--- config.mk ---
export PLATFORM = sky130hd
export DESIGN_NAME = display_frame_builder_crc16
export DESIGN_NICKNAME = d
export VERILOG_FILES = /design/src/rtl/dfb_pkg.sv /design/src/rtl/dfb_front.sv /design/src/rtl/dfb_fifo.sv /design/src/rtl/dfb_back.sv /design/src/rtl/display_frame_builder_crc16.sv
export SDC_FILE = /design/constraint.sdc
export NUM_CORES = 1
export LEC_CHECK = 0
export ABC_CLOCK_PERIOD_IN_PS = 7400
export BUFFER_PORTS_ARGS = -buffer_cell sky130_fd_sc_hd__buf_2
export CORE_ASPECT_RATIO = 1.25
export CORE_UTILIZATION = 53
export DETAILED_ROUTE_END_ITERATION = 6
export GPL_TIMING_DRIVEN = 0
export PLACE_DENSITY = 0.71
export SETUP_SLACK_MARGIN = 0.1
export SLEW_MARGIN = 25
export SYNTH_ARGS = -nofsm -noshare
export SYNTH_HDL_FRONTEND = slang
export SYNTH_SLANG_ARGS = --single-unit
--- constraint.sdc ---
create_clock -name clk_i -period 7.4 [get_ports clk_i]
set_clock_uncertainty 0.1 [all_clocks]
set_input_delay 1.11 -clock clk_i [delete_from_list [all_inputs] [get_ports clk_i]]
set_output_delay 1.11 -clock clk_i [all_outputs]
set_load 0.005 [all_outputs]
--- src/rtl/dfb_pkg.sv ---
// ----------------------------------------------------------------------------
// dfb_pkg: shared types and constants of the display frame builder
// Job descriptor passed from the front to the back, byte sequencer steps,
// frame constants and the reflected CRC-16 byte update.
// ----------------------------------------------------------------------------
package dfb_pkg;

  localparam int unsigned MaxPayload = 250;
  localparam int unsigned FifoDepth  = 4;
  localparam int unsigned FifoAw     = $clog2(FifoDepth);

  localparam logic [7:0]  Sync0Byte  = 8'h5A;
  localparam logic [7:0]  Sync1Byte  = 8'hA5;
  localparam logic [7:0]  ReadLen    = 8'h04;
  localparam logic [7:0]  WriteExtra = 8'd3;
  localparam logic [15:0] CrcInit    = 16'hFFFF;
  localparam logic [15:0] CrcPoly    = 16'hA001;

  typedef enum logic [1:0] {
    ACT_WRITE = 2'd0,
    ACT_READ  = 2'd1,
    ACT_DATA  = 2'd2,
    ACT_NONE  = 2'd3
  } action_e;

  typedef enum logic [1:0] {
    REG_CRC_EN  = 2'd0,
    REG_WR_CMD  = 2'd1,
    REG_RD_CMD  = 2'd2,
    REG_UNUSED  = 2'd3
  } cfg_reg_e;

  typedef enum logic [3:0] {
    ST_SYNC0,
    ST_SYNC1,
    ST_LEN,
    ST_CMD,
    ST_ADDR_HI,
    ST_BODY0,
    ST_BODY1,
    ST_CRC_LO,
    ST_CRC_HI
  } step_e;

  // One unit of work for the byte sequencer.
  typedef struct packed {
    logic       rej;      // single rejected result
    logic       hdr;      // emit sync, length, command and address high
    logic [7:0] len;
    logic [7:0] cmd;
    logic [7:0] addr_hi;
    logic [7:0] b0;       // address low or payload byte
    logic       has_b1;   // read word count follows
    logic [7:0] b1;
    logic       fin;      // last covered byte closes the frame
    logic       crc_app;  // append CRC after the closing byte
  } job_t;

  function automatic logic [15:0] crc_byte(input logic [15:0] crc, input logic [7:0] b);
    logic [15:0] c;
    c = crc ^ {8'h00, b};
    for (int k = 0; k < 8; k++) begin
      if (c[0]) begin
        c = (c >> 1) ^ CrcPoly;
      end else begin
        c = c >> 1;
      end
    end
    return c;
  endfunction

endpackage

--- src/rtl/dfb_front.sv ---
// ----------------------------------------------------------------------------
// dfb_front: input classifier
// Holds the configuration registers and the open write frame state, and
// turns each accepted input transaction into at most one sequencer job.
// ----------------------------------------------------------------------------
module dfb_front (
  input  logic              clk_i,
  input  logic              rst_ni,
  input  logic              cfg_valid_i,
  input  logic [1:0]        cfg_index_i,
  input  logic [7:0]        cfg_data_i,
  input  logic              in_valid_i,
  output logic              in_ready_o,
  input  logic [1:0]        in_action_i,
  input  logic [15:0]       in_address_i,
  input  logic [7:0]        in_count_i,
  input  logic [7:0]        in_data_i,
  output logic              push_o,
  output dfb_pkg::job_t     job_o,
  input  logic              full_i
);

  logic       crc_en_q;
  logic [7:0] wr_cmd_q;
  logic [7:0] rd_cmd_q;
  logic       open_q, open_d;
  logic [7:0] remain_q, remain_d;
  logic       accept;
  logic [7:0] extra;

  assign in_ready_o = !full_i;
  assign accept     = in_valid_i && !full_i;
  assign extra      = {6'd0, crc_en_q, 1'b0};

  always_ff @(posedge clk_i or negedge rst_ni) begin
    if (!rst_ni) begin
      crc_en_q <= 1'b1;
      wr_cmd_q <= 8'd130;
      rd_cmd_q <= 8'd131;
    end else if (cfg_valid_i) begin
      case (dfb_pkg::cfg_reg_e'(cfg_index_i))
        dfb_pkg::REG_CRC_EN: crc_en_q <= cfg_data_i[0];
        dfb_pkg::REG_WR_CMD: wr_cmd_q <= cfg_data_i;
        dfb_pkg::REG_RD_CMD: rd_cmd_q <= cfg_data_i;
        default: ;
      endcase
    end
  end

  always_comb begin
    open_d          = open_q;
    remain_d        = remain_q;
    push_o          = 1'b0;
    job_o           = '0;
    job_o.addr_hi   = in_address_i[15:8];
    job_o.crc_app   = crc_en_q;
    case (dfb_pkg::action_e'(in_action_i))
      dfb_pkg::ACT_WRITE: begin
        open_d   = 1'b0;
        remain_d = 8'd0;
        push_o   = accept;
        if (in_count_i > 8'(dfb_pkg::MaxPayload)) begin
          job_o.rej = 1'b1;
        end else begin
          job_o.hdr = 1'b1;
          job_o.len = in_count_i + dfb_pkg::WriteExtra + extra;
          job_o.cmd = wr_cmd_q;
          job_o.b0  = in_address_i[7:0];
          job_o.fin = (in_count_i == 8'd0);
          if (in_count_i != 8'd0) begin
            open_d   = 1'b1;
            remain_d = in_count_i;
          end
        end
      end
      dfb_pkg::ACT_READ: begin
        open_d       = 1'b0;
        remain_d     = 8'd0;
        push_o       = accept;
        job_o.hdr    = 1'b1;
        job_o.len    = dfb_pkg::ReadLen + extra;
        job_o.cmd    = rd_cmd_q;
        job_o.b0     = in_address_i[7:0];
        job_o.has_b1 = 1'b1;
        job_o.b1     = in_count_i;
        job_o.fin    = 1'b1;
      end
      dfb_pkg::ACT_DATA: begin
        // drop data bytes outside an open write frame
        if (open_q) begin
          push_o    = accept;
          job_o.b0  = in_data_i;
          job_o.fin = (remain_q <= 8'd1);
          if (remain_q <= 8'd1) begin
            open_d   = 1'b0;
            remain_d = 8'd0;
          end else begin
            remain_d = remain_q - 8'd1;
          end
        end
      end
      default: ;
    endcase
  end

  always_ff @(posedge clk_i or negedge rst_ni) begin
    if (!rst_ni) begin
      open_q   <= 1'b0;
      remain_q <= 8'd0;
    end else if (accept) begin
      open_q   <= open_d;
      remain_q <= remain_d;
    end
  end

endmodule

--- src/rtl/dfb_fifo.sv ---
// ----------------------------------------------------------------------------
// dfb_fifo: job queue
// Short first-word-fall-through queue between the classifier and the
// byte sequencer.
// ----------------------------------------------------------------------------
module dfb_fifo (
  input  logic          clk_i,
  input  logic          rst_ni,
  input  logic          push_i,
  input  dfb_pkg::job_t push_data_i,
  output logic          full_o,
  input  logic          pop_i,
  output logic          empty_o,
  output dfb_pkg::job_t head_o
);

  dfb_pkg::job_t                mem_q [dfb_pkg::FifoDepth];
  logic [dfb_pkg::FifoAw-1:0]   wr_ptr_q;
  logic [dfb_pkg::FifoAw-1:0]   rd_ptr_q;
  logic [dfb_pkg::FifoAw:0]     cnt_q;
  logic                         do_push;
  logic                         do_pop;

  assign full_o  = (cnt_q == (dfb_pkg::FifoAw+1)'(dfb_pkg::FifoDepth));
  assign empty_o = (cnt_q == '0);
  assign do_push = push_i && !full_o;
  assign do_pop  = pop_i && !empty_o;
  assign head_o  = mem_q[rd_ptr_q];

  always_ff @(posedge clk_i) begin
    if (do_push) begin
      mem_q[wr_ptr_q] <= push_data_i;
    end
  end

  always_ff @(posedge clk_i or negedge rst_ni) begin
    if (!rst_ni) begin
      wr_ptr_q <= '0;
      rd_ptr_q <= '0;
      cnt_q    <= '0;
    end else begin
      if (do_push) begin
        wr_ptr_q <= wr_ptr_q + 1'b1;
      end
      if (do_pop) begin
        rd_ptr_q <= rd_ptr_q + 1'b1;
      end
      case ({do_push, do_pop})
        2'b10:   cnt_q <= cnt_q + 1'b1;
        2'b01:   cnt_q <= cnt_q - 1'b1;
        default: cnt_q <= cnt_q;
      endcase
    end
  end

endmodule

--- src/rtl/dfb_back.sv ---
// ----------------------------------------------------------------------------
// dfb_back: byte sequencer
// Walks each queued job byte by byte into the output register and keeps
// the running CRC over the command, address, count and payload bytes.
// ----------------------------------------------------------------------------
module dfb_back (
  input  logic          clk_i,
  input  logic          rst_ni,
  input  logic          empty_i,
  input  dfb_pkg::job_t job_i,
  output logic          pop_o,
  output logic          out_valid_o,
  input  logic          out_ready_i,
  output logic [7:0]    out_byte_o,
  output logic          out_last_o,
  output logic          out_rej_o
);

  dfb_pkg::step_e step_q, step_d, cur_step;
  logic           busy_q, busy_d;
  logic [15:0]    crc_q, crc_d;
  logic           out_valid_q, out_valid_d;
  logic [7:0]     out_byte_q, out_byte_d;
  logic           out_last_q, out_last_d;
  logic           out_rej_q, out_rej_d;
  logic           load;
  logic           crc_tail;

  assign load     = !empty_i && (!out_valid_q || out_ready_i);
  assign cur_step = busy_q ? step_q :
                    (job_i.hdr ? dfb_pkg::ST_SYNC0 : dfb_pkg::ST_BODY0);
  assign crc_tail = job_i.fin && job_i.crc_app;

  always_comb begin
    step_d      = step_q;
    busy_d      = busy_q;
    crc_d       = crc_q;
    pop_o       = 1'b0;
    out_valid_d = out_valid_q && !out_ready_i;
    out_byte_d  = out_byte_q;
    out_last_d  = out_last_q;
    out_rej_d   = out_rej_q;
    if (load) begin
      out_valid_d = 1'b1;
      out_last_d  = 1'b0;
      out_rej_d   = 1'b0;
      busy_d      = 1'b1;
      if (job_i.rej) begin
        out_byte_d = 8'd0;
        out_rej_d  = 1'b1;
        busy_d     = 1'b0;
        pop_o      = 1'b1;
      end else begin
        case (cur_step)
          dfb_pkg::ST_SYNC0: begin
            out_byte_d = dfb_pkg::Sync0Byte;
            step_d     = dfb_pkg::ST_SYNC1;
          end
          dfb_pkg::ST_SYNC1: begin
            out_byte_d = dfb_pkg::Sync1Byte;
            step_d     = dfb_pkg::ST_LEN;
          end
          dfb_pkg::ST_LEN: begin
            out_byte_d = job_i.len;
            step_d     = dfb_pkg::ST_CMD;
          end
          dfb_pkg::ST_CMD: begin
            // restart the CRC at the command byte
            out_byte_d = job_i.cmd;
            crc_d      = dfb_pkg::crc_byte(dfb_pkg::CrcInit, job_i.cmd);
            step_d     = dfb_pkg::ST_ADDR_HI;
          end
          dfb_pkg::ST_ADDR_HI: begin
            out_byte_d = job_i.addr_hi;
            crc_d      = dfb_pkg::crc_byte(crc_q, job_i.addr_hi);
            step_d     = dfb_pkg::ST_BODY0;
          end
          dfb_pkg::ST_BODY0: begin
            out_byte_d = job_i.b0;
            crc_d      = dfb_pkg::crc_byte(crc_q, job_i.b0);
            if (job_i.has_b1) begin
              step_d = dfb_pkg::ST_BODY1;
            end else if (crc_tail) begin
              step_d = dfb_pkg::ST_CRC_LO;
            end else begin
              out_last_d = job_i.fin;
              busy_d     = 1'b0;
              pop_o      = 1'b1;
            end
          end
          dfb_pkg::ST_BODY1: begin
            out_byte_d = job_i.b1;
            crc_d      = dfb_pkg::crc_byte(crc_q, job_i.b1);
            if (crc_tail) begin
              step_d = dfb_pkg::ST_CRC_LO;
            end else begin
              out_last_d = job_i.fin;
              busy_d     = 1'b0;
              pop_o      = 1'b1;
            end
          end
          dfb_pkg::ST_CRC_LO: begin
            out_byte_d = crc_q[7:0];
            step_d     = dfb_pkg::ST_CRC_HI;
          end
          dfb_pkg::ST_CRC_HI: begin
            out_byte_d = crc_q[15:8];
            out_last_d = 1'b1;
            busy_d     = 1'b0;
            pop_o      = 1'b1;
          end
          default: begin
            busy_d = 1'b0;
            pop_o  = 1'b1;
          end
        endcase
      end
    end
  end

  always_ff @(posedge clk_i or negedge rst_ni) begin
    if (!rst_ni) begin
      step_q      <= dfb_pkg::ST_SYNC0;
      busy_q      <= 1'b0;
      crc_q       <= dfb_pkg::CrcInit;
      out_valid_q <= 1'b0;
    end else begin
      step_q      <= step_d;
      busy_q      <= busy_d;
      crc_q       <= crc_d;
      out_valid_q <= out_valid_d;
    end
  end

  always_ff @(posedge clk_i) begin
    out_byte_q <= out_byte_d;
    out_last_q <= out_last_d;
    out_rej_q  <= out_rej_d;
  end

  assign out_valid_o = out_valid_q;
  assign out_byte_o  = out_byte_q;
  assign out_last_o  = out_last_q;
  assign out_rej_o   = out_rej_q;

  a_rej_no_last: assert property (@(posedge clk_i) disable iff (!rst_ni)
    out_valid_q && out_rej_q |-> !out_last_q && (out_byte_q == 8'd0))
    else $error("rejected result carries frame end or data");

  a_busy_has_job: assert property (@(posedge clk_i) disable iff (!rst_ni)
    busy_q |-> !empty_i)
    else $error("sequencer mid-job with empty queue");

  a_crc_hi_follows_lo: assert property (@(posedge clk_i) disable iff (!rst_ni)
    load && busy_q && (step_q == dfb_pkg::ST_CRC_HI) |-> $past(busy_q))
    else $error("CRC high byte without preceding low byte");

endmodule

--- src/rtl/display_frame_builder_crc16.sv ---
// ----------------------------------------------------------------------------
// display_frame_builder_crc16: serial display command frame builder
// Takes write headers, read requests and payload bytes and streams out the
// framed bytes (0x5A, 0xA5, length, command, address high/low, payload,
// optional CRC-16 low then high) for a serial display UART. Each input
// transaction is classified and queued as a job; a sequencer then emits
// one byte per cycle from its output register while m_axis_tready is
// high: one byte per payload job, six per write header, seven per read
// request, and two CRC bytes after the closing byte when CRC is on.
// Input is accepted every cycle while the four-entry job queue has room;
// the output byte rate is the limit. Configuration writes are taken at
// any time and must only be issued while the block is idle.
// ----------------------------------------------------------------------------
module display_frame_builder_crc16 (
  input  logic        clk_i,
  input  logic        rst_ni,
  input  logic        cfg_valid_i,
  output logic        cfg_ready_o,
  input  logic [1:0]  cfg_index_i,
  input  logic [7:0]  cfg_data_i,
  input  logic        s_axis_tvalid,
  output logic        s_axis_tready,
  input  logic [31:0] s_axis_tdata,   // address[15:0], count[23:16], data_byte[31:24]
  input  logic [1:0]  s_axis_tuser,   // action[1:0]
  output logic        m_axis_tvalid,
  input  logic        m_axis_tready,
  output logic [7:0]  m_axis_tdata,   // tx_byte[7:0]
  output logic        m_axis_tlast,
  output logic [0:0]  m_axis_tuser    // rejected[0]
);

  logic          push;
  dfb_pkg::job_t push_job;
  logic          full;
  logic          pop;
  logic          empty;
  dfb_pkg::job_t head_job;

  assign cfg_ready_o = 1'b1;

  dfb_front u_front (
    .clk_i        (clk_i),
    .rst_ni       (rst_ni),
    .cfg_valid_i  (cfg_valid_i),
    .cfg_index_i  (cfg_index_i),
    .cfg_data_i   (cfg_data_i),
    .in_valid_i   (s_axis_tvalid),
    .in_ready_o   (s_axis_tready),
    .in_action_i  (s_axis_tuser),
    .in_address_i (s_axis_tdata[15:0]),
    .in_count_i   (s_axis_tdata[23:16]),
    .in_data_i    (s_axis_tdata[31:24]),
    .push_o       (push),
    .job_o        (push_job),
    .full_i       (full)
  );

  dfb_fifo u_fifo (
    .clk_i       (clk_i),
    .rst_ni      (rst_ni),
    .push_i      (push),
    .push_data_i (push_job),
    .full_o      (full),
    .pop_i       (pop),
    .empty_o     (empty),
    .head_o      (head_job)
  );

  dfb_back u_back (
    .clk_i       (clk_i),
    .rst_ni      (rst_ni),
    .empty_i     (empty),
    .job_i       (head_job),
    .pop_o       (pop),
    .out_valid_o (m_axis_tvalid),
    .out_ready_i (m_axis_tready),
    .out_byte_o  (m_axis_tdata),
    .out_last_o  (m_axis_tlast),
    .out_rej_o   (m_axis_tuser[0])
  );

endmodule
==> impl_metrics.toml <==
[worst_setup_path]
cp-start-kind = "flip-flop"
crit_path_class = "flip-flop to flip-flop"
crit_path_end_kind = "flip-flop"
critPathArrivalTime_ns = 4.59
critPathRequiredTime_ns = 7.73
r2r_slack_ns = 3.14
worst-path-max-fanout = 10

[logic_synthesis]
seq_area_frac_synth_pct = 60.4
synth.top_cells.by_count = "edfxtp_1, nor2_1, xnor2_1"
synth-compound-area-share_pct = 8.97
avgSynthCellArea_um2 = 14.8
post_synth_xor_area_fraction_pct = 8.64
async_flop_share_pct = 22.4
netlist-cell-type-count = 62
synth.largest_area_cell = "edfxtp_1"
main_combinational_cell_family_by_area_after_synthesis = "multiplexers"
synthSimpleGateAreaFrac_pct = 6.32
synth_top_cells_by_area = "edfxtp_1, mux4_2, dfrtp_1"
synth.area.mux_share_pct = 11.4
postSynth.topFlopCell = "edfxtp_1"
synthesis.nets = 862
synth_largest_type_area_fraction_pct = 48.5
synth_adder_area_share_pct = 1.94
yosysWarningCount = 0
netlist_instances = 796
count_of_flip_flops_with_a_built_in_enable_after_synthesis = 190
most_instantiated_library_cell_after_synthesis = "edfxtp_1"
netlist_area_um2 = 11800
postSynthRegisterBits = 245

[cts]
clock_sink_count = 245
holdBufCountCts = 0
clock_tree.buffer_depth = 3
cts_tree = "yes"
worstSkewPairLatency_ns = 0.51
postCtsResizedCells = 0
cts.repair_timing.setup_buffer_count = 0
ctsHtreeMaxLevel = 1
cts_root_buffer = "clkbuf_16"
clock_slew_at_reported_path_ffs_ns = 0.06
cts_made_buffers = 24

[layout]
syn2layout_area_growth_pct = 12.7
post_layout_nets = 952
drive_above_1_share_pct = 22.5

[routing]
routed-via-count = 7200
remaining_drc_errors = 0
drt_wl_total_um = 26700
drt_pre_antenna_iters = 6
drtAntennaViolNets = 0
drt-wirelength-per-cell_um = 22.5
routed_via_density = 6.08
drtIter0Drc = 552

[power_and_ir_drop]
vdd_ir_drop_max_mv = 0.375
power.density_cell_area_nw_per_um2 = 464
power_leakage_uw = 0.00473

[placement]
place_hpwl_um = 19200
port-buffer-count = 60
place_worst_setup_slack_ns = 3.14
gpl.final_weighted_congestion = 0.960

[floorplan]
core_region_area_um2 = 21600
num_rows = 60
die_area_um2 = 22800
die_w_um = 135
die_height_um = 169
initial_core_util_pct = 54.4
io_pins = 62

[timing]
timing_hold_violations_final = 0
finalCritPeriodShare_pct = 57.6
fin_tns_setup_ns = 0
fmax_mhz = 235
period_needed_ns = 4.26
final-setup-viol-count = 0
slew-limit-headroom_pct = 31.9
setup_repair_after_global_routing_missed_its_margin = "false"
drv_slew = 0
final_critical_path_setup_slack_ns = 3.14
timing_worst_slew_pin_value_ns = 1.01

[global_route]
maximum_number_of_pins_on_one_net_before_global_route_repair = 56
globalRouteOverflowTotal = 0
grt_pass1_wl_um = 41500
track_usage_pct = 24.4
first_global_vias = 7325
antenna_violations_before_repair = 1

[worst_hold_path]
hp-class = "flip-flop to flip-flop"

[run]
maxCapViolations = 0

[status]
run_status = "completed"
[layout by cell type (no fill, tap or decap), types with 11 or more instances in the layout]
| cell type | count |
|---|---|
| inv_1 | 21 |
| nor2_1 | 52 |
| dfstp_2 | 22 |
| o22ai_1 | 16 |
| xor2_1 | 28 |
| ha_1 | 15 |
| nand2_1 | 48 |
| and2_1 | 11 |
| mux4_2 | 38 |
| a21oi_1 | 24 |
| edfxtp_1 | 190 |
| xnor2_1 | 50 |
| buf_2 | 64 |
| dfrtp_1 | 33 |
| clkbuf_16 | 25 |
| a22oi_1 | 19 |
| mux4_1 | 11 |
| clkbuf_1 | 27 |
| mux2_2 | 16 |
| o21ai_0 | 36 |
[cell families (layout without fill, tap and decap cells)]
family | count (synthesis) | after routing
AO/OA/AOI/OAI | 155 | 155
AND/OR/NAND/NOR | 160 | 160
buffers and inverters | 57 | 165
XOR/XNOR | 95 | 95
multiplexers | 66 | 66
other | 1 | 2
flip-flops | 245 | 245
adder cells (fa/ha/maj) | 17 | 17
[registers in the layout, indices dropped and copies added, names as in the netlist]
| name | flops |
|---|---|
| u_fifo.mem_q | 180 |
| u_fifo.cnt_q | 3 |
| u_front.wr_cmd_q | 8 |
| u_fifo.wr_ptr_q | 2 |
| u_front.remain_q | 8 |
| u_back.step_q | 4 |
| u_back.busy_q | 1 |
| u_front.rd_cmd_q | 8 |
| u_back.out_byte_o | 8 |
| u_back.out_rej_o | 1 |
| u_back.out_valid_o | 1 |
| u_fifo.rd_ptr_q | 2 |
| u_back.crc_q | 16 |
| u_front.open_q | 1 |
| u_front.crc_en_q | 1 |
| u_back.out_last_o | 1 |
[metrics by stage]
stage               area [um2]  total power (uW)  cells  util [%]  hold WS (ns)
global placement         12400              4940   1135      57.4         0.374
floorplan                11800              4290    796         -         0.349
detailed placement       12500              4990   1139      57.9         0.382
global route             13300              6450   1183      61.3         0.419
CTS                      13300              6140   1183      61.3         0.392
finish                   13300              6150   1184      61.3         0.398
[layout make-up]
| cell class | count | area [um2] |
|---|---|---|
| antenna | 1 | 2.50 |
| buffer | 36 | 193 |
| clock buffer | 31 | 648 |
| clock inverter | 13 | 93.8 |
| fill | 1657 | 8360 |
| inverter | 21 | 78.8 |
| multi-input combinational | 494 | 4400 |
| sequential | 245 | 7110 |
| tap | 279 | 349 |
| timing repair buffer | 64 | 383 |
[worst max-delay path: stages, from the launching register on]
cell and delay, ns:
dfrtp_1 0.45, buf_2 0.36, buf_2 0.36, buf_1 0.55, mux4_2 0.47, nand2_1 0.17
nand2_1 0.07, a21oi_1 0.47, ha_1 0.28, inv_1 0.07, fa_1 0.42, xor2_1 0.15
nor2_1 0.11, xor2_1 0.15
[worst paths after layout]
check / start / endpoint / cells after the start
hold / removal: u_back.crc_q[12] / u_back.crc_q[12] / 2
setup reg to reg: u_fifo.rd_ptr_q[1] / u_fifo.cnt_q[2] / 13
setup / recovery: u_fifo.rd_ptr_q[1] / u_fifo.cnt_q[2] / 13
min in group asynchronous: rst_ni / u_back.step_q[2] / 1
hold reg to reg: u_back.crc_q[12] / u_back.crc_q[12] / 2
max in group asynchronous: rst_ni / u_front.wr_cmd_q[5] / 1
[layer usage]
layer  wire length, um  vias up  GRT usage (%)
met1             10700     3656           30.6
met3              1270       57           3.56
met2             13500      227           41.6
li1                  -     3260              -
met4              1210        0           11.4
met5                 0        -              0
[report_power, final]
group / switching [uW] / internal (uW) / total [uW]
Clock: 491 / 654 / 1140
Sequential: 132 / 1780 / 1910
Combinational: 1670 / 1420 / 3100
Note: power is estimated with default switching activity, not from simulation.
